$ cat config.mk
export PLATFORM = sky130hd
export DESIGN_NAME = ljpe_mul
export DESIGN_NICKNAME = d
export VERILOG_FILES = /design/src/rtl/core/lennard_jones_pair_energy_accumulator_unit_defines.svh /design/src/rtl/core/ljpe_pkg.sv /design/src/rtl/core/ljpe_mul.sv
export SDC_FILE = /design/constraint.sdc
export NUM_CORES = 1
export LEC_CHECK = 0
export ABC_AREA = 0
export BUFFER_PORTS_ARGS = -buffer_cell sky130_fd_sc_hd__buf_2
export CORE_MARGIN = 2
export CORE_UTILIZATION = 40
export CTS_CLUSTER_DIAMETER = 150
export DETAILED_ROUTE_END_ITERATION = 10
export REMOVE_ABC_BUFFERS = 1
export SKIP_CTS_REPAIR_TIMING = 1
export SLEW_MARGIN = 20
export SYNTH_ARGS = -nofsm -noshare
export SYNTH_HDL_FRONTEND = slang
export SYNTH_SLANG_ARGS = --single-unit
$ cat constraint.sdc
create_clock -name clk -period 10.1 [get_ports clk]
set_input_delay 3.03 -clock clk [delete_from_list [all_inputs] [get_ports clk]]
set_output_delay 3.03 -clock clk [all_outputs]
set_load 0.02 [all_outputs]
$ cat src/rtl/core/lennard_jones_pair_energy_accumulator_unit_defines.svh
// assertion macros for the lennard-jones pair energy accumulator
`ifndef LENNARD_JONES_PAIR_ENERGY_ACCUMULATOR_UNIT_DEFINES_SVH
`define LENNARD_JONES_PAIR_ENERGY_ACCUMULATOR_UNIT_DEFINES_SVH
`ifndef SYNTHESIS
`define LJPE_ASSERT_IMP(lbl, cond, prop) \
  lbl: assert property (@(posedge clk) disable iff (rst) (cond) |-> (prop)) \
    else $error("ljpe check failed");
`define LJPE_ASSERT_NXT(lbl, cond, prop) \
  lbl: assert property (@(posedge clk) disable iff (rst) (cond) |=> (prop)) \
    else $error("ljpe sequence check failed");
`else
`define LJPE_ASSERT_IMP(lbl, cond, prop)
`define LJPE_ASSERT_NXT(lbl, cond, prop)
`endif
`endif

$ cat src/rtl/core/ljpe_pkg.sv
// shared types and constants for the lennard-jones pair energy accumulator
package ljpe_pkg;
  localparam int FRACTION_BITS = 24;
  localparam int SUM_WIDTH = 48;
  localparam int OP_W = 64;
  localparam int EXT_W = 66;
  localparam int DIV_N = (3 * FRACTION_BITS + 1 > OP_W) ? 3 * FRACTION_BITS + 1 : OP_W;
  localparam logic [OP_W-1:0] CAP63 = {1'b0, {(OP_W-1){1'b1}}};
  localparam logic [OP_W-1:0] EPS_D2 =
    ((64'd1 << (2 * FRACTION_BITS)) + 64'd500000000) / 64'd1000000000;
  localparam logic signed [EXT_W-1:0] SUM_MAX_X =
    (EXT_W'(66'sd1) <<< (SUM_WIDTH - 1)) - EXT_W'(66'sd1);
  localparam logic signed [EXT_W-1:0] SUM_MIN_X = -SUM_MAX_X - EXT_W'(66'sd1);

  localparam logic [30:0] BOX_RESET = 31'd268435456;
  localparam logic [30:0] CUT_RESET = 31'd41943040;

  typedef enum logic [2:0] {
    REG_BOX  = 3'd0,
    REG_CUT  = 3'd1,
    REG_EAC  = 3'd2,
    REG_TAIL = 3'd3,
    REG_PTOT = 3'd4
  } reg_idx_t;

  typedef struct packed {
    logic [30:0]        box_edge;
    logic [30:0]        cutoff_distance;
    logic signed [31:0] energy_at_cutoff;
    logic signed [31:0] tail_error;
    logic [15:0]        particle_total;
  } cfg_t;

  typedef struct packed {
    logic busy;
    logic done;
  } unit_st_t;
endpackage

$ cat src/rtl/core/ljpe_mul.sv
// bit-serial shift-add multiplier, one multiplier bit per cycle
module ljpe_mul
  import ljpe_pkg::*;
(
  input  logic              clk,
  input  logic              rst,
  input  logic              go,
  input  logic [OP_W-1:0]   a,
  input  logic [OP_W-1:0]   b,
  output logic [2*OP_W-1:0] prod,
  output unit_st_t          st
);
  localparam int CW = $clog2(OP_W + 1);
  logic [CW-1:0]   cnt;
  logic [OP_W-1:0] mcand;
  logic [OP_W-1:0] hi;
  logic [OP_W-1:0] lo;
  logic [OP_W:0]   sum;

  assign sum = {1'b0, hi} + (lo[0] ? {1'b0, mcand} : '0);
  assign prod = {hi, lo};

  always_ff @(posedge clk) begin
    if (rst) begin
      st.busy <= 1'b0;
      st.done <= 1'b0;
      cnt <= '0;
    end else begin
      if (go) begin
        st.busy <= 1'b1;
        st.done <= 1'b0;
        cnt <= CW'(OP_W);
      end else if (st.busy) begin
        cnt <= cnt - CW'(1);
        st.done <= (cnt == CW'(1));
        if (cnt == CW'(1)) st.busy <= 1'b0;
      end else begin
        st.done <= 1'b0;
      end
    end
  end

  always_ff @(posedge clk) begin
    if (go) begin
      hi <= '0;
      lo <= b;
      mcand <= a;
    end else if (st.busy) begin
      hi <= sum[OP_W:1];
      lo <= {sum[0], lo[OP_W-1:1]};
    end
  end
endmodule

==> results.toml <==
[routing]
avgRoutedWirePerCell_um = 17.4
drt_pre_antenna_iters = 5
vias = 8874
drt_iter0_drc = 422
ant_nets = 0
wl_mm = 29.7
viasPerCell = 5.19
remaining_drc_errors = 0

[clocking]
cts.sinks = 201
insertion_delay_ns = 0.54
cts-root-buf = "clkbuf_16"
htreeDepth = 1
clk_path_buf_depth = 3
clk_pin_slew_ns = 0.06
numCtsBuffers = 24
cts_tree = "built"

[place]
place.gp.congestion = 0.860
dp_hpwl_mm = 22.0
detailed_place.area_sq_mm = 0.0128
port_buffers = 260

[setup_path]
path_common_cell = "buf_4"
timing.rr.end = "hi[40]"
r2r_start = "lo[0]"
crit_chain = "buf_6 -> buf_4 -> buf_4 -> mux2_2"
worstPathMaxFanout = 80
rr_worst_depth = 13
slowest_delay_ns = 0.71
path_class = "input pin to register"
arrival_ns = 5.17
startpoint_type = "input pin"
critPathSlowestCell = "buf_4"
rrSetupSlack_ns = 5.92
end_kind = "register"
cp_data_required_time_ns = 10.39

[cells_and_area]
drive_above_1_share_pct = 28.5
final_common_cell = "buf_2"
areaGrowthSynthToFinish_pct = 21.1
final_area_sq_mm = 0.0136
fillers = 2633
nets = 1512
layout_common_cells = "buf_2, edfxtp_1, nor2_1"

[floorplanning]
die_y_um = 172
fp-row-count = 61
start_util_pct = 40.6
ioPinCount = 261
die_area_sq_mm = 0.0295
fp.coreArea_sq_mm = 0.0277
die_x_um = 172

[sta]
relSlewSlack_pct = 40.6
rsz0062_at_grt = "no"
holdWs_ns = 0.481
worstMarginPinSlew_ns = 0.890
max_freq_ghz = 0.205
worst_clock_skew_ns = 0.0285
tns_ns = 0
final_hold_viol_count = 0
period_share_pct = 48.4
post-route-min-period_ns = 4.89
finalSetupViolCount = 0
drv_slew = 0

[global_routing]
grt.overflow.total = 0
antenna_found_initial = 5
grt_max_degree = 81
grt_pass1_vias = 8775
grt_pass1_wl_mm = 46.6
globalRouteTotalUtil_pct = 19.9

[worst_hold_path]
hp-start = "hi[40]"
hold_path_end = "hi[40]"
hold_depth = 2
min_path_type = "register to register"

[logic_synthesis]
netlist.area_leader.share_pct = 34.2
synth_ff_type = "edfxtp_1"
seq_area_frac_synth_pct = 47.2
syn_area_sq_mm = 0.0112
synth_seq_cells = 201
ys_types = 68
synth.largest_area_cell = "edfxtp_1"
yosys_warnings = 0
synth-edff-count = 128
synthArstFlopShare_pct = 0
netlist_top_cells_area = "edfxtp_1, dfxtp_1, ha_1"
synthCells = 1078
syn_avg_cell_area_sq_um = 10.4

[power]
p_leak_nw = 5.88
powerDensity_mw_per_mm2 = 173
peakVddDrop_mv = 0.145

[status]
outcome = "finished, final reports clean"

[run]
drv_cap = 0
[cells in the mapped netlist (4+ instances only)]
cell type and instances:
edfxtp_1 128, nor2_1 89, nand2_1 82, a21oi_1 79
dfxtp_1 73, and2_1 66, ha_1 66, mux2_2 64
o21ai_0 57, clkbuf_1 39, xnor2_1 36, a21o_1 33
mux2i_1 29, xor2_1 28, nand3_1 22, inv_1 20
nand4_1 18, o21bai_1 15, nor3_1 11, buf_2 10
a21boi_0 8, a31oi_1 8, o211ai_1 7, o31ai_1 7
o21a_1 6, a211oi_1 5, nor2b_1 5, a22o_1 4
buf_1 4, nor4_1 4, nor4b_1 4
[layout make-up]
cell class | instances | area, sq um | area share, %
Clock buffer | 30 | 623 | 4.58
Multi-Input combinational cell | 800 | 5620 | 41.3
Sequential cell | 201 | 5310 | 39.0
Tap cell | 378 | 473 | 3.47
Antenna cell | 1 | 2.50 | 0.0184
Timing Repair Buffer | 267 | 1360 | 9.99
Clock inverter | 14 | 156 | 1.15
Inverter | 20 | 75.1 | 0.551
[layer usage]
layer / wire, um / track usage [%]
met1: 13100 / 25.9
met2: 13400 / 32.3
met3: 2360 / 5.98
met4: 810 / 5.49
met5: 46 / 0
[critical path: cells and delay by family]
| kind | cells | cell delay (ns) |
|---|---|---|
| buffers and inverters | 3 | 1.65 |
| muxes | 1 | 0.41 |
[where the power goes]
part,switching (W),leakage [nW],internal [W]
sequential,0.0000456,1.87,0.000958
combinational,0.000299,3.64,0.000194
clock,0.000352,0.376,0.000514
[per-stage QoR]
stage          worst slack (ns)  instances  total power [W]  util (%)
3_5_place_dp               4.58       1666          0.00152      46.3
4_1_cts                    5.16       1710          0.00239      49.1
5_1_grt                    5.06       1710          0.00247      49.1
3_3_place_gp               4.61       1666          0.00151      46.3
6_report                   5.21       1711          0.00236      49.2
2_1_floorplan              4.53       1021          0.00134         -
[kinds of logic after synthesis]
group / share of synthesized area, %
compound gates: 14.9
xor+xnor: 4.99
fa+ha+maj: 7.52
buf+inv: 2.83
flops: 47.2
mux: 8.99
simple gates: 13.6
[flip-flops by register name, indices dropped and copies added, names as in the netlist]
signal / flops
lo: 64
hi: 64
st: 2
cnt: 7
mcand: 64
[worst max-delay path by stage]
| stage | to | slack (ns) | cells after the start | startpoint |
|---|---|---|---|---|
| detailed placement | lo[46] | 4.58 | 4 | go |
| floorplan | lo[0] | 4.53 | 2 | go |
| CTS | lo[61] | 5.16 | 4 | go |
| finish | lo[46] | 5.21 | 4 | go |
| global route | lo[60] | 5.06 | 4 | go |
| global placement | lo[61] | 4.61 | 4 | go |
Power figures use the tool's default switching activity.
