<file path="config.mk">
export PLATFORM = sky130hd
export DESIGN_NAME = ljpe_cfg
export DESIGN_NICKNAME = d
export VERILOG_FILES = /design/src/rtl/core/lennard_jones_pair_energy_accumulator_unit_defines.svh /design/src/rtl/core/ljpe_pkg.sv /design/src/rtl/core/ljpe_cfg.sv
export SDC_FILE = /design/constraint.sdc
export NUM_CORES = 1
export LEC_CHECK = 0
export ABC_CLOCK_PERIOD_IN_PS = 2500
export BUFFER_PORTS_ARGS = -buffer_cell sky130_fd_sc_hd__buf_2
export CORE_AREA = 2 2 115 117
export DETAILED_ROUTE_END_ITERATION = 16
export DIE_AREA = 0 0 117 119
export GPL_TIMING_DRIVEN = 1
export PLACE_DENSITY = 0.83
export SYNTH_ARGS = -nofsm -noshare
export SYNTH_HDL_FRONTEND = slang
export SYNTH_SLANG_ARGS = --single-unit
</file>
<file path="constraint.sdc">
create_clock -name clk -period 2.5 [get_ports clk]
set_input_delay 0.125 -clock clk [delete_from_list [all_inputs] [get_ports clk]]
set_output_delay 0.125 -clock clk [all_outputs]
set_load 0.02 [all_outputs]
</file>
<file path="src/rtl/core/lennard_jones_pair_energy_accumulator_unit_defines.svh">
// assertion macros for the lennard-jones pair energy accumulator
`ifndef LENNARD_JONES_PAIR_ENERGY_ACCUMULATOR_UNIT_DEFINES_SVH
`define LENNARD_JONES_PAIR_ENERGY_ACCUMULATOR_UNIT_DEFINES_SVH
`ifndef SYNTHESIS
`define LJPE_ASSERT_IMP(lbl, cond, prop) \
  lbl: assert property (@(posedge clk) disable iff (rst) (cond) |-> (prop)) \
    else $error("ljpe check failed");
`define LJPE_ASSERT_NXT(lbl, cond, prop) \
  lbl: assert property (@(posedge clk) disable iff (rst) (cond) |=> (prop)) \
    else $error("ljpe sequence check failed");
`else
`define LJPE_ASSERT_IMP(lbl, cond, prop)
`define LJPE_ASSERT_NXT(lbl, cond, prop)
`endif
`endif

</file>
<file path="src/rtl/core/ljpe_pkg.sv">
// shared types and constants for the lennard-jones pair energy accumulator
package ljpe_pkg;
  localparam int FRACTION_BITS = 24;
  localparam int SUM_WIDTH = 48;
  localparam int OP_W = 64;
  localparam int EXT_W = 66;
  localparam int DIV_N = (3 * FRACTION_BITS + 1 > OP_W) ? 3 * FRACTION_BITS + 1 : OP_W;
  localparam logic [OP_W-1:0] CAP63 = {1'b0, {(OP_W-1){1'b1}}};
  localparam logic [OP_W-1:0] EPS_D2 =
    ((64'd1 << (2 * FRACTION_BITS)) + 64'd500000000) / 64'd1000000000;
  localparam logic signed [EXT_W-1:0] SUM_MAX_X =
    (EXT_W'(66'sd1) <<< (SUM_WIDTH - 1)) - EXT_W'(66'sd1);
  localparam logic signed [EXT_W-1:0] SUM_MIN_X = -SUM_MAX_X - EXT_W'(66'sd1);

  localparam logic [30:0] BOX_RESET = 31'd268435456;
  localparam logic [30:0] CUT_RESET = 31'd41943040;

  typedef enum logic [2:0] {
    REG_BOX  = 3'd0,
    REG_CUT  = 3'd1,
    REG_EAC  = 3'd2,
    REG_TAIL = 3'd3,
    REG_PTOT = 3'd4
  } reg_idx_t;

  typedef struct packed {
    logic [30:0]        box_edge;
    logic [30:0]        cutoff_distance;
    logic signed [31:0] energy_at_cutoff;
    logic signed [31:0] tail_error;
    logic [15:0]        particle_total;
  } cfg_t;

  typedef struct packed {
    logic busy;
    logic done;
  } unit_st_t;
endpackage

</file>
<file path="src/rtl/core/ljpe_cfg.sv">
// apb configuration register bank
module ljpe_cfg
  import ljpe_pkg::*;
(
  input  logic        clk,
  input  logic        rst,
  input  logic        psel,
  input  logic        penable,
  input  logic        pwrite,
  input  logic [4:0]  paddr,
  input  logic [31:0] pwdata,
  output logic [31:0] prdata,
  output logic        pready,
  output cfg_t        cfg
);
  logic wr;
  reg_idx_t idx;

  assign pready = 1'b1;
  assign wr = psel & penable & pwrite;
  assign idx = reg_idx_t'(paddr[4:2]);

  always_ff @(posedge clk) begin
    if (rst) begin
      cfg.box_edge <= BOX_RESET;
      cfg.cutoff_distance <= CUT_RESET;
      cfg.energy_at_cutoff <= '0;
      cfg.tail_error <= '0;
      cfg.particle_total <= '0;
    end else if (wr) begin
      case (idx)
        REG_BOX:  cfg.box_edge <= pwdata[30:0];
        REG_CUT:  cfg.cutoff_distance <= pwdata[30:0];
        REG_EAC:  cfg.energy_at_cutoff <= $signed(pwdata);
        REG_TAIL: cfg.tail_error <= $signed(pwdata);
        REG_PTOT: cfg.particle_total <= pwdata[15:0];
        default: ;
      endcase
    end
  end

  always_comb begin
    case (idx)
      REG_BOX:  prdata = {1'b0, cfg.box_edge};
      REG_CUT:  prdata = {1'b0, cfg.cutoff_distance};
      REG_EAC:  prdata = cfg.energy_at_cutoff;
      REG_TAIL: prdata = cfg.tail_error;
      REG_PTOT: prdata = {16'd0, cfg.particle_total};
      default:  prdata = '0;
    endcase
  end
endmodule

</file>
==> key figures <==
Status
  • Status: complete, no violations

Cells and area
  • Area Overhead vs Synth: 25.2%
  • Biggest register: cfg
  • Finished Core Util: 66.8%
  • Top Registers: cfg: 142 flops
  • # nets final: just under 900
  • Max reg flops: about 140
  • Fin cells: 1,011
  • Ant diodes: 0
  • Share of post-route cells with drive strength above 1: 35.3%
  • Final instance area: around 8600 um^2

Timing
  • Fmax: between 500 and 600 MHz
  • Min Tclk post-route: approximately 1.8 ns
  • Final Slew Violations: 0
  • Final Cycle Share: between 70% and 80%
  • Final Hold Viols: 0
  • Final setup viols: 0
  • Setup TNS: 0 ns
  • RSZ-0062 raised after global routing: false
  • Worst slew pin tran: roughly 0.82 ns
  • Max-slew headroom: about 45%
  • Clock skew: 0 ns

Synthesis
  • Synth unique cells: 29
  • Yosys warnings: 0
  • Post-Syn Area: roughly 7000 um^2
  • Primary FF master, synth: dfxtp_1
  • Seq/Total Area, Yosys: between 40% and 50%
  • Syn Nets: between 600 and 700
  • Yosys reg bits: ~140
  • Mapped Cells: 627
  • EDFF count, synth: 0
  • Post-Syn Area per Cell: about 11 um^2
  • Post-synthesis async set-or-reset flop share: 0%

Worst setup path
  • Critical Path End Type: output port
  • Worst Path Required: around 2.4 ns
  • Critical path type: in2out
  • Slowest CP cell: buf_2
  • Crit-path cells: buf_2 > buf_4 > nor2b_1 > buf_4 > a22oi_1 > o22ai_1 > buf_2
  • CP max stage delay: 0.32 ns
  • Setup crit start kind: input pin
  • Max Fanout on Critical Path: 12
  • Crit path DAT: 1.68 ns

Floorplanning
  • Die W: 117 um
  • Die H: between 100 and 150 um
  • Core Box Area: 12,900 um^2
  • Io pins: ~220
  • Initial Utilization: a little over half
  • Full die area: about 14,000 um^2
  • Site Rows: 42

Routing
  • Vias/cell: approximately 5.4
  • Avg WL per Cell: around 18 um
  • WL final: around 18,000 um
  • DR pass1 iterations: 5
  • DR iter-0 viols: approximately 300
  • DRT antenna net count: 0
  • DR DRC count: 0
  • DR vias: ~5,500

Clocking
  • Clk slew on worst S/H paths: 0.05 ns
  • Htree depth: 4
  • Clock root cell: clkbuf_16
  • Clock Latency Late Sink: a little over 0.4 ns
  • TritonCTS Buffers: 17
  • Post-CTS Hold Fix Bufs: 3
  • Clock sinks: roughly 140
  • CTS Buffer Depth: 2
  • Post_cts resized: 0
  • Number of buffers added for setup after CTS: 0
  • CTS tree: yes

Global route
  • Largest net degree at the start of global routing: 96
  • Number of antenna violations at the first check in global routing: 1
  • GRT Total Usage: 26.5%
  • Number of global-route vias before repair: 5,496
  • Total grt overflow: 0
  • First-pass GRT wire length: between 20,000 and 30,000 um

Worst hold path
  • Min-delay worst type: in2reg

Power
  • Power density over the cells: 602 nW/um^2
  • Total power: ~5.2 mW
  • Maximum vdd ir drop: a little over 0.0004 V
  • Leak: approximately 4.4 nW

Placement
  • HPWL Detailed: between 10,000 and 15,000 um
  • Input/output buffers: roughly 210
  • Area after DPL: ~8000 um^2
  • GP Congestion: around 0.79
  • Placed instance count: 977

Job
  • Max-capacitance violation count: 0
cells by family (layout without fill, tap and decap cells):
kind of cell,after synthesis,in the layout,share of synthesized area [%]
compound gates,48,48,4.92
buf+inv,52,260,4.72
flops,142,142,41.4
mux,174,174,28.4
other cells,1,1,0.0546
simple gates,210,210,20.5
per-stage QoR:
step | setup slack (ns) | hold slack (ns)
after global routing | 0.596 | 0.0553
after floorplan | 1.08 | 0.292
after CTS | 0.670 | 0.0256
final | 0.690 | 0.0451
after detailed placement | 0.610 | 0.411
after global placement | 0.650 | 0.400
worst max-delay path: cells and delay by family:
family                 cells  cell delay (ns)
buffers and inverters      4             1.04
AND/OR/NAND/NOR            1             0.19
AO/OA/AOI/OAI              2             0.31
synth_stat cells (2+ instances only):
master / instances / area share, %
clkbuf_1: 24 / 1.3
buf_6: 9 / 1.5
dfxtp_1: 142 / 41
o22ai_1: 16 / 1.5
nand2b_1: 171 / 16
buf_2: 7 / 0.51
nor3b_4: 2 / 0.55
nand3b_4: 2 / 0.58
mux2i_1: 144 / 21
buf_4: 11 / 1.2
a22oi_1: 30 / 3.3
nor2_1: 6 / 0.33
nand3_4: 2 / 0.51
nor2b_1: 18 / 1.6
mux4_2: 15 / 4.9
mux2_2: 15 / 2.5
metal layers:
metal	global-route usage [%]	wire (um)
met5	0	12
met4	9.93	303
met3	7.84	1220
met2	44.7	8940
met1	31.6	7720
layout make-up:
class	instances	area [um^2]
timing repair buffer	229	1230
clock buffer	26	519
tap	176	220
clock inverter	5	77.6
fill	1024	4280
multi-input combinational	433	3700
sequential	142	2840
where the power goes:
group	switching (mW)	leakage [nW]	internal (mW)
clock	0.897	0.292	1.62
sequential	0.0137	1.14	2.28
combinational	0.209	2.96	0.154
total	1.12	4.40	4.05
worst paths after layout:
path	from	to	slack [ns]	cells after the start
worst max-delay path	paddr[2]	prdata[11]	0.69	7
worst min-delay path	pwdata[25]	cfg[105]$_SDFFE_PP1P_	0.05	3
worst max register to register	cfg[68]$_SDFFE_PP0P_	cfg[68]$_SDFFE_PP0P_	1.80	2
worst min register to register	cfg[49]$_SDFFE_PP0P_	cfg[49]$_SDFFE_PP0P_	0.49	2
placed cells by master (no fill, tap or decap), types with 3 or more instances in the layout:
master and n:
nor2b_1 18, mux2_2 15, o22ai_1 16, buf_4 11
mux4_2 15, buf_2 212, clkbuf_16 17, a22oi_1 30
dlygate4sd3_1 3, mux2i_1 144, dfxtp_1 142, nor2_1 6
clkbuf_8 6, clkbuf_1 3, buf_12 3, nand2b_1 171
No activity file was read; power rests on OpenSTA's default activity.
