[config.mk]
export PLATFORM = sky130hd
export DESIGN_NAME = ljpe_div
export DESIGN_NICKNAME = d
export VERILOG_FILES = /design/src/rtl/core/lennard_jones_pair_energy_accumulator_unit_defines.svh /design/src/rtl/core/ljpe_pkg.sv /design/src/rtl/core/ljpe_div.sv
export SDC_FILE = /design/constraint.sdc
export NUM_CORES = 1
export LEC_CHECK = 0
export BUFFER_PORTS_ARGS = -buffer_cell sky130_fd_sc_hd__buf_2
export CAP_MARGIN = 0
export CORE_AREA = 3 3 155 157
export CTS_BUF_LIST = sky130_fd_sc_hd__clkbuf_16
export DETAILED_ROUTE_END_ITERATION = 16
export DIE_AREA = 0 0 158 160
export PLACE_DENSITY = 0.79
export SLEW_MARGIN = 20
export SYNTH_ARGS = -nofsm -noshare
export SYNTH_HDL_FRONTEND = slang
export SYNTH_SLANG_ARGS = --single-unit
[constraint.sdc]
create_clock -name clk -period 9 [get_ports clk]
set_input_delay 0 -clock clk [delete_from_list [all_inputs] [get_ports clk]]
set_output_delay 0 -clock clk [all_outputs]
set_load 0.1 [all_outputs]
[src/rtl/core/lennard_jones_pair_energy_accumulator_unit_defines.svh]
// assertion macros for the lennard-jones pair energy accumulator
`ifndef LENNARD_JONES_PAIR_ENERGY_ACCUMULATOR_UNIT_DEFINES_SVH
`define LENNARD_JONES_PAIR_ENERGY_ACCUMULATOR_UNIT_DEFINES_SVH
`ifndef SYNTHESIS
`define LJPE_ASSERT_IMP(lbl, cond, prop) \
  lbl: assert property (@(posedge clk) disable iff (rst) (cond) |-> (prop)) \
    else $error("ljpe check failed");
`define LJPE_ASSERT_NXT(lbl, cond, prop) \
  lbl: assert property (@(posedge clk) disable iff (rst) (cond) |=> (prop)) \
    else $error("ljpe sequence check failed");
`else
`define LJPE_ASSERT_IMP(lbl, cond, prop)
`define LJPE_ASSERT_NXT(lbl, cond, prop)
`endif
`endif

[src/rtl/core/ljpe_pkg.sv]
// shared types and constants for the lennard-jones pair energy accumulator
package ljpe_pkg;
  localparam int FRACTION_BITS = 24;
  localparam int SUM_WIDTH = 48;
  localparam int OP_W = 64;
  localparam int EXT_W = 66;
  localparam int DIV_N = (3 * FRACTION_BITS + 1 > OP_W) ? 3 * FRACTION_BITS + 1 : OP_W;
  localparam logic [OP_W-1:0] CAP63 = {1'b0, {(OP_W-1){1'b1}}};
  localparam logic [OP_W-1:0] EPS_D2 =
    ((64'd1 << (2 * FRACTION_BITS)) + 64'd500000000) / 64'd1000000000;
  localparam logic signed [EXT_W-1:0] SUM_MAX_X =
    (EXT_W'(66'sd1) <<< (SUM_WIDTH - 1)) - EXT_W'(66'sd1);
  localparam logic signed [EXT_W-1:0] SUM_MIN_X = -SUM_MAX_X - EXT_W'(66'sd1);

  localparam logic [30:0] BOX_RESET = 31'd268435456;
  localparam logic [30:0] CUT_RESET = 31'd41943040;

  typedef enum logic [2:0] {
    REG_BOX  = 3'd0,
    REG_CUT  = 3'd1,
    REG_EAC  = 3'd2,
    REG_TAIL = 3'd3,
    REG_PTOT = 3'd4
  } reg_idx_t;

  typedef struct packed {
    logic [30:0]        box_edge;
    logic [30:0]        cutoff_distance;
    logic signed [31:0] energy_at_cutoff;
    logic signed [31:0] tail_error;
    logic [15:0]        particle_total;
  } cfg_t;

  typedef struct packed {
    logic busy;
    logic done;
  } unit_st_t;
endpackage

[src/rtl/core/ljpe_div.sv]
// bit-serial restoring divider, one quotient bit per cycle
module ljpe_div
  import ljpe_pkg::*;
(
  input  logic             clk,
  input  logic             rst,
  input  logic             go,
  input  logic [DIV_N-1:0] dividend,
  input  logic [OP_W-1:0]  divisor,
  output logic [DIV_N-1:0] quot,
  output logic [OP_W-1:0]  rem,
  output unit_st_t         st
);
  localparam int CW = $clog2(DIV_N + 1);
  logic [CW-1:0]   cnt;
  logic [OP_W-1:0] den;
  logic [OP_W:0]   trial;
  logic            fits;

  assign trial = {rem, quot[DIV_N-1]};
  assign fits = trial >= {1'b0, den};

  always_ff @(posedge clk) begin
    if (rst) begin
      st.busy <= 1'b0;
      st.done <= 1'b0;
      cnt <= '0;
    end else begin
      if (go) begin
        st.busy <= 1'b1;
        st.done <= 1'b0;
        cnt <= CW'(DIV_N);
      end else if (st.busy) begin
        cnt <= cnt - CW'(1);
        st.done <= (cnt == CW'(1));
        if (cnt == CW'(1)) st.busy <= 1'b0;
      end else begin
        st.done <= 1'b0;
      end
    end
  end

  always_ff @(posedge clk) begin
    if (go) begin
      rem <= '0;
      quot <= dividend;
      den <= divisor;
    end else if (st.busy) begin
      rem <= fits ? OP_W'(trial - {1'b0, den}) : trial[OP_W-1:0];
      quot <= {quot[DIV_N-2:0], fits};
    end
  end
endmodule

==> flow_summary.json, run 1 <==
{
  "cp-end-kind": "flip-flop",
  "dpl_cell_area_sq_um": 13800,
  "gp_congestion": 0.979,
  "pin_count": 279,
  "portBuffers": 278,
  "setup_tns_ns": 0,
  "rsz0062_at_grt": "no",
  "p_leak_uw": 0.00695,
  "worst-setup-path-type": "flip-flop to flip-flop",
  "track_usage_pct": 27.8,
  "drt-initial-drc-count": 844,
  "ys_async_sr_fraction_pct": 0,
  "setup_viol_count_final": 0,
  "relSlewSlack_pct": 29.9,
  "finalHoldViolCount": 0,
  "worstHoldPathType": "primary input to flip-flop",
  "post-route-cell-area_sq_um": 16000,
  "firstDrtPassIters": 7,
  "syn-num-nets": 1463,
  "syn-cell-area_sq_um": 12300,
  "cp_data_required_time_ns": 9.43,
  "dieArea_sq_um": 25300,
  "totalWireLength_um": 36300,
  "core_region_area_sq_um": 22600,
  "wl_per_cell_um": 18.7,
  "synth_edf_count": 137,
  "cts_tree": "built",
  "fillers": 1664,
  "diodes": 0,
  "synth.distinct_cells": 75,
  "finalPower_uw": 3430,
  "ys_seq_area_share_pct": 45.5,
  "cts_resized": 0,
  "area_growth_syn_to_layout_pct": 30.2,
  "path_max_fanout": 56,
  "root_buffer": "clkbuf_16",
  "h-tree-depth": 1,
  "synth_top_area_share_pct": 33.5,
  "worstMarginPinSlew_ns": 1.05,
  "startpoint_type": "flip-flop",
  "report.final.slew_viol_count": 0,
  "antenna_found_initial": 0,
  "clock_skew_ns": 0.0106,
  "grt_pass1_wl_um": 57200,
  "status": "finished clean",
  "vias_per_cell": 5.72,
  "core.rowCount": 55,
  "synthTopCellsByArea": "edfxtp_1, dfxtp_1, mux2_2, ha_1, nand2_1",
  "r2r_cells": 11,
  "grt_pass1_vias": 11100,
  "fin_ws_ns": 5.00,
  "ir_worst_vdd_mv": 0.140,
  "synth_area_per_cell_sq_um": 9.76,
  "ant_nets": 0,
  "yosys_warnings": 0,
  "cts_buffer_depth": 3,
  "clock-sinks": 210,
  "power.density_nw_per_um2": 215,
  "clock_latency_ns": 0.54,
  "holdPathStages": 2,
  "grt_max_degree": 78,
  "die_w_um": 158,
  "grt-ovfl-total": 0,
  "die_h_um": 160,
  "drc": 0,
  "ys.flop_type": "edfxtp_1",
  "fmax_ghz": 0.250,
  "place_ws_ns": 5.10,
  "fin_crit_ns": 4.00,
  "cp.arrival_ns": 4.43,
  "initial_core_util_pct": 54.2,
  "synth_largest_area_cell": "edfxtp_1",
  "hpwl_um": 24200,
  "fin_nets": 1845,
  "vias": 11100,
  "cap_violations": 0,
  "yosys.cell_count.top_type": "nand2_1",
  "fin_crit_sh_pct": 44.5,
  "yosys-top-cells-count": "nand2_1, edfxtp_1, nor2_1",
  "ys_ff_latch": 210,
  "drive_gt1_share_pct": 24.8,
  "synthesis.instances": 1256,
  "cts_buffers": 24,
  "clk_pin_slew_ns": 0.06
}
==> final cells by class <==
| cell class | count | area [sq um] | area share (%) |
|---|---|---|---|
| Tap cell | 285 | 357 | 2.23 |
| Clock buffer | 26 | 651 | 4.07 |
| Timing Repair Buffer | 423 | 2830 | 17.7 |
| Sequential cell | 210 | 5580 | 34.9 |
| Inverter | 85 | 319 | 2.00 |
| Clock inverter | 18 | 153 | 0.956 |
| Multi-Input combinational cell | 894 | 6080 | 38.1 |
==> power breakdown <==
group          total (uW)  leakage, uW  switching (uW)  internal [uW]
combinational        1240      0.00457             902            343
clock                 980     0.000415             402            579
sequential           1200      0.00196            70.6           1130
==> final timing paths <==
check	end	start	slack, ns
setup reg to reg	rem[32]$_SDFFE_PP0P_	rem[27]$_SDFFE_PP0P_	5.00
hold reg to reg	rem[43]$_SDFFE_PP0P_	rem[42]$_SDFFE_PP0P_	0.50
hold / removal	den[44]$_DFFE_PP_	divisor[44]	0.17
setup / recovery	rem[32]$_SDFFE_PP0P_	rem[27]$_SDFFE_PP0P_	5.00
==> metal layers <==
metal / track usage (%) / vias to the layer above / part of all wire, % / wire, um
met4: 9.62 / 0 / 3.7 / 1340
met3: 5.18 / 94 / 7.1 / 2560
met1: 35.3 / 5148 / 41 / 14800
met2: 47.5 / 514 / 49 / 17600
li1: - / 5345 / - / -
met5: 0 / - / 0 / 0
==> metrics by stage <==
step / util [%] / hold WS (ns) / instances
2_1_floorplan: - / 0.0989 / 1256
3_3_place_gp: 60.8 / 0.176 / 1758
3_5_place_dp: 60.8 / 0.178 / 1758
4_1_cts: 70.5 / 0.152 / 1941
5_1_grt: 70.5 / 0.169 / 1941
6_report: 70.5 / 0.173 / 1941
==> flip-flops by register name, summed over array words and instances, names as in the netlist <==
| signal | cells |
|---|---|
| st | 2 |
| cnt | 7 |
| rem | 64 |
| quot | 73 |
| den | 64 |
==> critical path: stages, from the launching register on <==
cell      delay [ns]
dfxtp_1         0.44
ha_1            0.32
a211oi_1        0.37
o21bai_1        0.15
nor2_1          0.13
o21ai_0         0.17
a211oi_2        0.39
a211oi_2        0.13
or3_2           0.52
inv_2           0.75
nand2_1         0.17
a311oi_1        0.30
==> layout by cell type, fill, tap and decap left out, types with 4 or more instances in the layout <==
| master | instances |
|---|---|
| a211oi_1 | 9 |
| a21boi_0 | 4 |
| a21o_1 | 26 |
| a21oi_1 | 82 |
| a311oi_1 | 50 |
| a31oi_1 | 8 |
| and3_1 | 6 |
| and4_1 | 5 |
| buf_2 | 277 |
| buf_4 | 6 |
| clkbuf_16 | 26 |
| clkinv_1 | 4 |
| dfxtp_1 | 72 |
| dlygate4sd3_1 | 139 |
| edfxtp_1 | 137 |
| ha_1 | 66 |
| inv_1 | 89 |
| inv_2 | 4 |
| mux2_2 | 74 |
| nand2_1 | 162 |
| nand2b_1 | 12 |
| nand3_1 | 16 |
| nand4_1 | 20 |
| nor2_1 | 108 |
| nor2b_1 | 10 |
| nor3_1 | 16 |
| nor4_1 | 4 |
| o211ai_1 | 9 |
| o21a_1 | 8 |
| o21ai_0 | 43 |
| o21ai_1 | 7 |
| o21bai_1 | 14 |
| o31ai_1 | 7 |
| or3_1 | 5 |
| xnor2_1 | 40 |
| xor2_1 | 23 |
==> kinds of logic (layout without fill, tap and decap cells) <==
group	after synthesis	in the layout	synth area share [%]
buf+inv	152	552	5.00
simple gates	379	379	13.8
mux	77	77	7.04
compound gates	308	308	17.3
fa+ha+maj	67	67	6.90
xor+xnor	63	63	4.50
flops	210	210	45.5
==> timing repair <==
action,CTS,global route
hold endpoints to repair,165,0
hold buffers,139,0
buffers inserted,0,0
(Power assumes the default switching activity.)
==> run 2: changes to the inputs <==
- clock period: 9 -> 3.75 ns (I/O delays scaled with it)
==> run 2 against run 1 <==
Wire length up 2.2%. Register-to-register slack worse by 4.8 ns. Fmax up 13%. First-iteration DRC count down 9.7%. Clock-buffer cell count down 3. Design area up 0.86%. Critical path depth up 2. Clock skew up 0.0097 ns. Combinational power up 150%. Non-clock buffer count up 17.
==> flow_summary.json, run 2 (synthesized netlist as in run 1, its figures left out) <==
{
  "drc": 0,
  "post-route-cell-area_sq_um": 16100,
  "grt_pass1_wl_um": 58500,
  "core_region_area_sq_um": 22600,
  "clock_latency_ns": 0.52,
  "p_sw_share_pct": 40.7,
  "wl_per_cell_um": 18.9,
  "root_buffer": "clkbuf_16",
  "fin_crit_sh_pct": 94.3,
  "setup_tns_ns": 0,
  "r2r-start": "den[1]$_DFFE_PP_",
  "gp_congestion": 0.984,
  "whs_ns": 0.189,
  "core.rowCount": 55,
  "pwr-share-clk_pct": 27.2,
  "firstDrtPassIters": 5,
  "critPathMaxStageDelay_ns": 0.46,
  "dpl_cell_area_sq_um": 13900,
  "worstPathCellList": "inv_1 > ha_1 > nor2b_1 > o2111ai_2 > a2111oi_4 > o21ai_2 > a2111o_1 > a211oi_2 > or3_4 > buf_12 > mux2_2 > mux2i_1 > nor2_1",
  "cts_buffers": 23,
  "finalHoldViolCount": 0,
  "die_w_um": 158,
  "initial_core_util_pct": 54.2,
  "status": "finished clean",
  "fmax_ghz": 0.283,
  "instances_no_fill": 1955,
  "worstMarginPinSlew_ns": 0.716,
  "diodes": 0,
  "die_h_um": 160,
  "grt-ovfl-total": 0,
  "area_growth_syn_to_layout_pct": 31.3,
  "startpoint_type": "flip-flop",
  "finish.utilization_pct": 71.1,
  "largest_reg_flops": 73,
  "cp-end-kind": "flip-flop",
  "vias": 11200,
  "hpwl_um": 25100,
  "cap_violations": 0,
  "grt_max_degree": 100,
  "worst-setup-path-type": "flip-flop to flip-flop",
  "h-tree-depth": 1,
  "setup_viol_count_final": 0,
  "path_max_fanout": 26,
  "totalWireLength_um": 37000,
  "cpMaxStageDelayCell": "a2111o_1",
  "cp.arrival_ns": 3.91,
  "relSlewSlack_pct": 52.3,
  "power.density_nw_per_um2": 508,
  "clk_pin_slew_ns": 0.07,
  "dp_cells": 1772,
  "clock-sinks": 210,
  "critPathLaunch": "den[1]$_DFFE_PP_",
  "biggestRegsByFlops": "quot: 73 flops, den: 64 flops, rem: 64 flops",
  "cts_tree": "built",
  "report.final.slew_viol_count": 0,
  "worstHoldPathType": "primary input to flip-flop",
  "crit_family": "compound AO/OA/AOI/OAI gates",
  "track_usage_pct": 28.3,
  "switchingPower_uw": 3330,
  "antenna_found_initial": 0,
  "critPathBufInv": 2,
  "p_seq_share_pct": 35.1,
  "dieArea_sq_um": 25300,
  "vias_per_cell": 5.71,
  "fin_nets": 1861,
  "grt_pass1_vias": 11300,
  "clock_skew_ns": 0.0203,
  "final_cell_mix": "buf_2, nand2_1, dlygate4sd3_1",
  "ant_nets": 0,
  "final_common_cell": "buf_2",
  "intPower_uw": 4850,
  "min_from": "divisor[44]",
  "portBuffers": 278,
  "cp_data_required_time_ns": 4.12,
  "drt-initial-drc-count": 762,
  "p_comb_share_pct": 37.7,
  "ir_worst_vdd_mv": 0.308,
  "top_register": "quot",
  "fin_crit_ns": 3.54,
  "drive_gt1_share_pct": 25.9,
  "pin_count": 279,
  "p_leak_uw": 0.00701,
  "cts_buffer_depth": 3
}
run 2: cell type report:
class                   instances  area, sq um
flip-flops and latches        210         5580
multi-input cells             894         6090
inverters                      85          319
clock inverters                18          149
fillers                      1664         6530
well taps                     285          357
repair buffers                440         3030
clock buffers                  23          576
run 2: timing repair:
| item | in CTS | in global routing |
|---|---|---|
| setup buffers | 0 | 2 |
| hold buffers | 139 | 0 |
| endpoints found under the hold margin | 169 | 0 |
| setup endpoints to repair | 0 | 35 |
| gates resized for setup | 0 | 4 |
run 2: per-layer routing:
| layer | GRT usage, % | part of all wire (%) |
|---|---|---|
| met1 | 36.9 | 41 |
| met2 | 47.6 | 47 |
| met3 | 4.91 | 7.4 |
| met4 | 9.39 | 4.0 |
| met5 | 0 | 0 |
run 2: final timing paths:
check / cells after the start / end / slack [ns]
max: 13 / rem[28]$_SDFFE_PP0P_ / 0.21
min: 2 / den[44]$_DFFE_PP_ / 0.19
max reg2reg: 13 / rem[28]$_SDFFE_PP0P_ / 0.21
min reg2reg: 2 / rem[35]$_SDFFE_PP0P_ / 0.50
run 2: power groups by stage:
stage	combinational, uW	clock (uW)	sequential, uW
after floorplan	1210	0	3990
after detailed placement	2890	0	2910
after CTS	3020	2240	2860
after global placement	2860	0	2900
after global routing	3280	2330	2900
final	3080	2220	2870
run 2: stage by stage:
| stage | setup slack, ns | total power, uW |
|---|---|---|
| after CTS | 0.124 | 8120 |
| after global routing | -0.00443 | 8510 |
| final | 0.214 | 8170 |
| after detailed placement | 0.143 | 5800 |
| after global placement | 0.315 | 5760 |
| after floorplan | 0.00355 | 5200 |
==> run 3: changes to the inputs <==
- ABC_AREA: unset -> 1
- CORE_AREA: 3 3 155 157 -> 3 3 170 172
- DIE_AREA: 0 0 158 160 -> 0 0 173 175
- PLACE_DENSITY: 0.79 -> 0.77
- SLEW_MARGIN: 20 -> 15
==> run 3 against run 2 <==
Clock-buffer cell count is 1 higher. Critical path type unchanged. Worst hold slack worse by 0.019 ns. Sequential share of layout area is 4.8 points lower. Critical endpoint is now rem[54]$_SDFFE_PP0P_. Fmax is 22% higher. Global-route usage is 5.8 points higher. Highest routed layer unchanged.
==> flow_summary.json, run 3 <==
{
  "top_register": "quot",
  "synthesis.instances": 2227,
  "synth_edf_count": 137,
  "final_cell_mix": "nand2_1, inv_1, buf_2",
  "cts_buffers": 24,
  "ir_worst_vdd_mv": 0.366,
  "synth.distinct_cells": 40,
  "cp-end-kind": "flip-flop",
  "core.rowCount": 61,
  "antenna_found_initial": 0,
  "postCtsSetupBuffers": 0,
  "reg2reg_slack_ns": 0.86,
  "synth_top_area_share_pct": 27.8,
  "rsz0062_at_grt": "no",
  "grt-ovfl-total": 0,
  "cts_tree": "built",
  "worst-setup-path-type": "flip-flop to flip-flop",
  "ys.flop_type": "edfxtp_1",
  "grt_pass1_vias": 15200,
  "worstPathCellList": "inv_1 > ha_1 > nand2_2 > nor2_2 > inv_2 > nor2_4 > nand2_2 > nor2_2 > nand2_1 > nand3_2 > nor2_4 > nand2_4 > buf_4 > nand3_1 > nand2_1 > nand2_1",
  "vias": 15500,
  "cp_data_required_time_ns": 4.17,
  "clk_pin_slew_ns": 0.07,
  "totalWireLength_um": 52500,
  "grt_max_degree": 83,
  "grt_pass1_wl_um": 82300,
  "synthTopCellsByArea": "edfxtp_1, nand2_1, inv_1, dfxtp_1, ha_1",
  "fin_crit_ns": 2.89,
  "setup_viol_count_final": 0,
  "clock-sinks": 210,
  "hpwl_um": 38200,
  "track_usage_pct": 34.1,
  "setup_tns_ns": 0,
  "initial_core_util_pct": 53.7,
  "root_buffer": "clkbuf_16",
  "min_from": "divisor[6]",
  "yosys_warnings": 0,
  "report.final.slew_viol_count": 0,
  "clock_skew_ns": 0.0212,
  "final_common_cell": "nand2_1",
  "ys_ff_latch": 210,
  "largest_reg_flops": 73,
  "clock_latency_ns": 0.54,
  "finalPower_uw": 6440,
  "die_h_um": 175,
  "cpMaxStageDelayCell": "ha_1",
  "relSlewSlack_pct": 33.7,
  "syn-num-nets": 2434,
  "cp.arrival_ns": 3.32,
  "drt-initial-drc-count": 1293,
  "whs_ns": 0.170,
  "status": "finished clean",
  "finalHoldViolCount": 0,
  "startpoint_type": "flip-flop",
  "fin_nets": 2839,
  "firstDrtPassIters": 6,
  "vias_per_cell": 5.11,
  "synth_largest_area_cell": "edfxtp_1",
  "critPathMaxStageDelay_ns": 0.45,
  "ant_nets": 0,
  "biggestRegsByFlops": "quot: 73 flops, den: 64 flops, rem: 64 flops",
  "gp_congestion": 0.973,
  "worstHoldPathType": "primary input to flip-flop",
  "ys_seq_area_share_pct": 37.6,
  "wl_per_cell_um": 17.4,
  "fmax_ghz": 0.346,
  "hold_path_end": "den[6]$_DFFE_PP_",
  "drc": 0,
  "path_max_fanout": 42,
  "worstMarginPinSlew_ns": 0.993,
  "r2r-start": "den[33]$_DFFE_PP_",
  "ys_async_sr_fraction_pct": 0,
  "pin_count": 279,
  "critPathMostFrequentCell": "nand2_1",
  "fin_crit_sh_pct": 77.1,
  "yosys.cell_count.top_type": "nand2_1",
  "core_region_area_sq_um": 27600,
  "h-tree-depth": 1,
  "area_growth_syn_to_layout_pct": 25.8,
  "portBuffers": 278,
  "yosys-top-cells-count": "nand2_1, inv_1, edfxtp_1",
  "dieArea_sq_um": 30300,
  "cts_buffer_depth": 3,
  "r2r_cells": 16,
  "cap_violations": 0,
  "diodes": 0,
  "drive_gt1_share_pct": 15.4,
  "holdPathStages": 2,
  "p_leak_uw": 0.0103,
  "die_w_um": 173,
  "rr_endpoint": "rem[54]$_SDFFE_PP0P_",
  "syn-cell-area_sq_um": 14800,
  "power.density_nw_per_um2": 345,
  "synth_area_per_cell_sq_um": 6.66
}
## run 3: cell types whose count changed after synthesis, moves of 18 or more
cell	change
a21o_1	-26
o21ai_0	-20
nand2_1	+773
a21oi_1	-31
nand3_2	+18
inv_1	+342
xor2_1	-20
mux2_2	-74
nand3_1	+120
clkbuf_1	-25
a311oi_1	-50
nand3b_1	+31
## run 3: layout make-up
class	count	area, sq um
fill	2377	8980
multi-input combinational	1522	7290
sequential	210	5580
timing repair buffer	427	2890
inverter	447	1680
clock buffer	24	601
tap	378	473
clock inverter	19	145
## run 3: per-layer routing
layer,part of all wire [%],track usage [%],vias up
met5,0,0,-
met4,4.1,12.2,0
met3,8.1,5.82,122
met2,46,56.9,747
met1,42,44.8,6986
li1,-,-,7617
## run 3: report_power, final
part	internal [uW]	switching (uW)	total, uW	leakage (uW)
registers	2640	82.2	2730	0.00197
logic	363	1120	1480	0.00799
clock network	1250	987	2230	0.000370
## run 3: metrics by stage
stage               std cells  cell area, sq um  util, %  worst slack, ns
floorplan                2227             14800        -            0.879
global placement         2845             16500     59.8            0.940
detailed placement       2845             16500     59.8            0.917
CTS                      3027             18600     67.5            0.887
global route             3027             18600     67.5            0.589
finish                   3027             18600     67.5            0.858
## run 3: cell families (layout without fill, tap and decap cells)
group	after synthesis	after routing	share of synthesized area, %
fa+ha+maj	67	67	5.71
compound gates	105	105	3.71
xor+xnor	31	31	1.83
flops	210	210	37.6
simple gates	1319	1319	37.9
buf+inv	495	917	13.3
## run 3: worst max-delay path: cells and delay by family, from the launching register on
family        cells  cell delay [ns]
simple gates     12             1.57
buf+inv           3             0.41
fa+ha+maj         1             0.45
flops             1             0.35
## run 3: timing repair
item                      CTS  global route
hold buffers              139             0
hold endpoints to repair  151             0
gates resized for setup     0             0
## run 3: how the worst max path moves through the flow
stage / start / endpoint / slack (ns) / depth (start not counted)
after floorplan: st[1]$_SDFF_PP0_ / quot[0]$_DFFE_PP_ / 0.88 / 3
after global placement: den[33]$_DFFE_PP_ / rem[55]$_SDFFE_PP0P_ / 0.94 / 16
after detailed placement: den[33]$_DFFE_PP_ / rem[54]$_SDFFE_PP0P_ / 0.92 / 16
after CTS: den[33]$_DFFE_PP_ / rem[54]$_SDFFE_PP0P_ / 0.89 / 16
after global routing: den[28]$_DFFE_PP_ / rem[54]$_SDFFE_PP0P_ / 0.59 / 17
final: den[33]$_DFFE_PP_ / rem[54]$_SDFFE_PP0P_ / 0.86 / 16
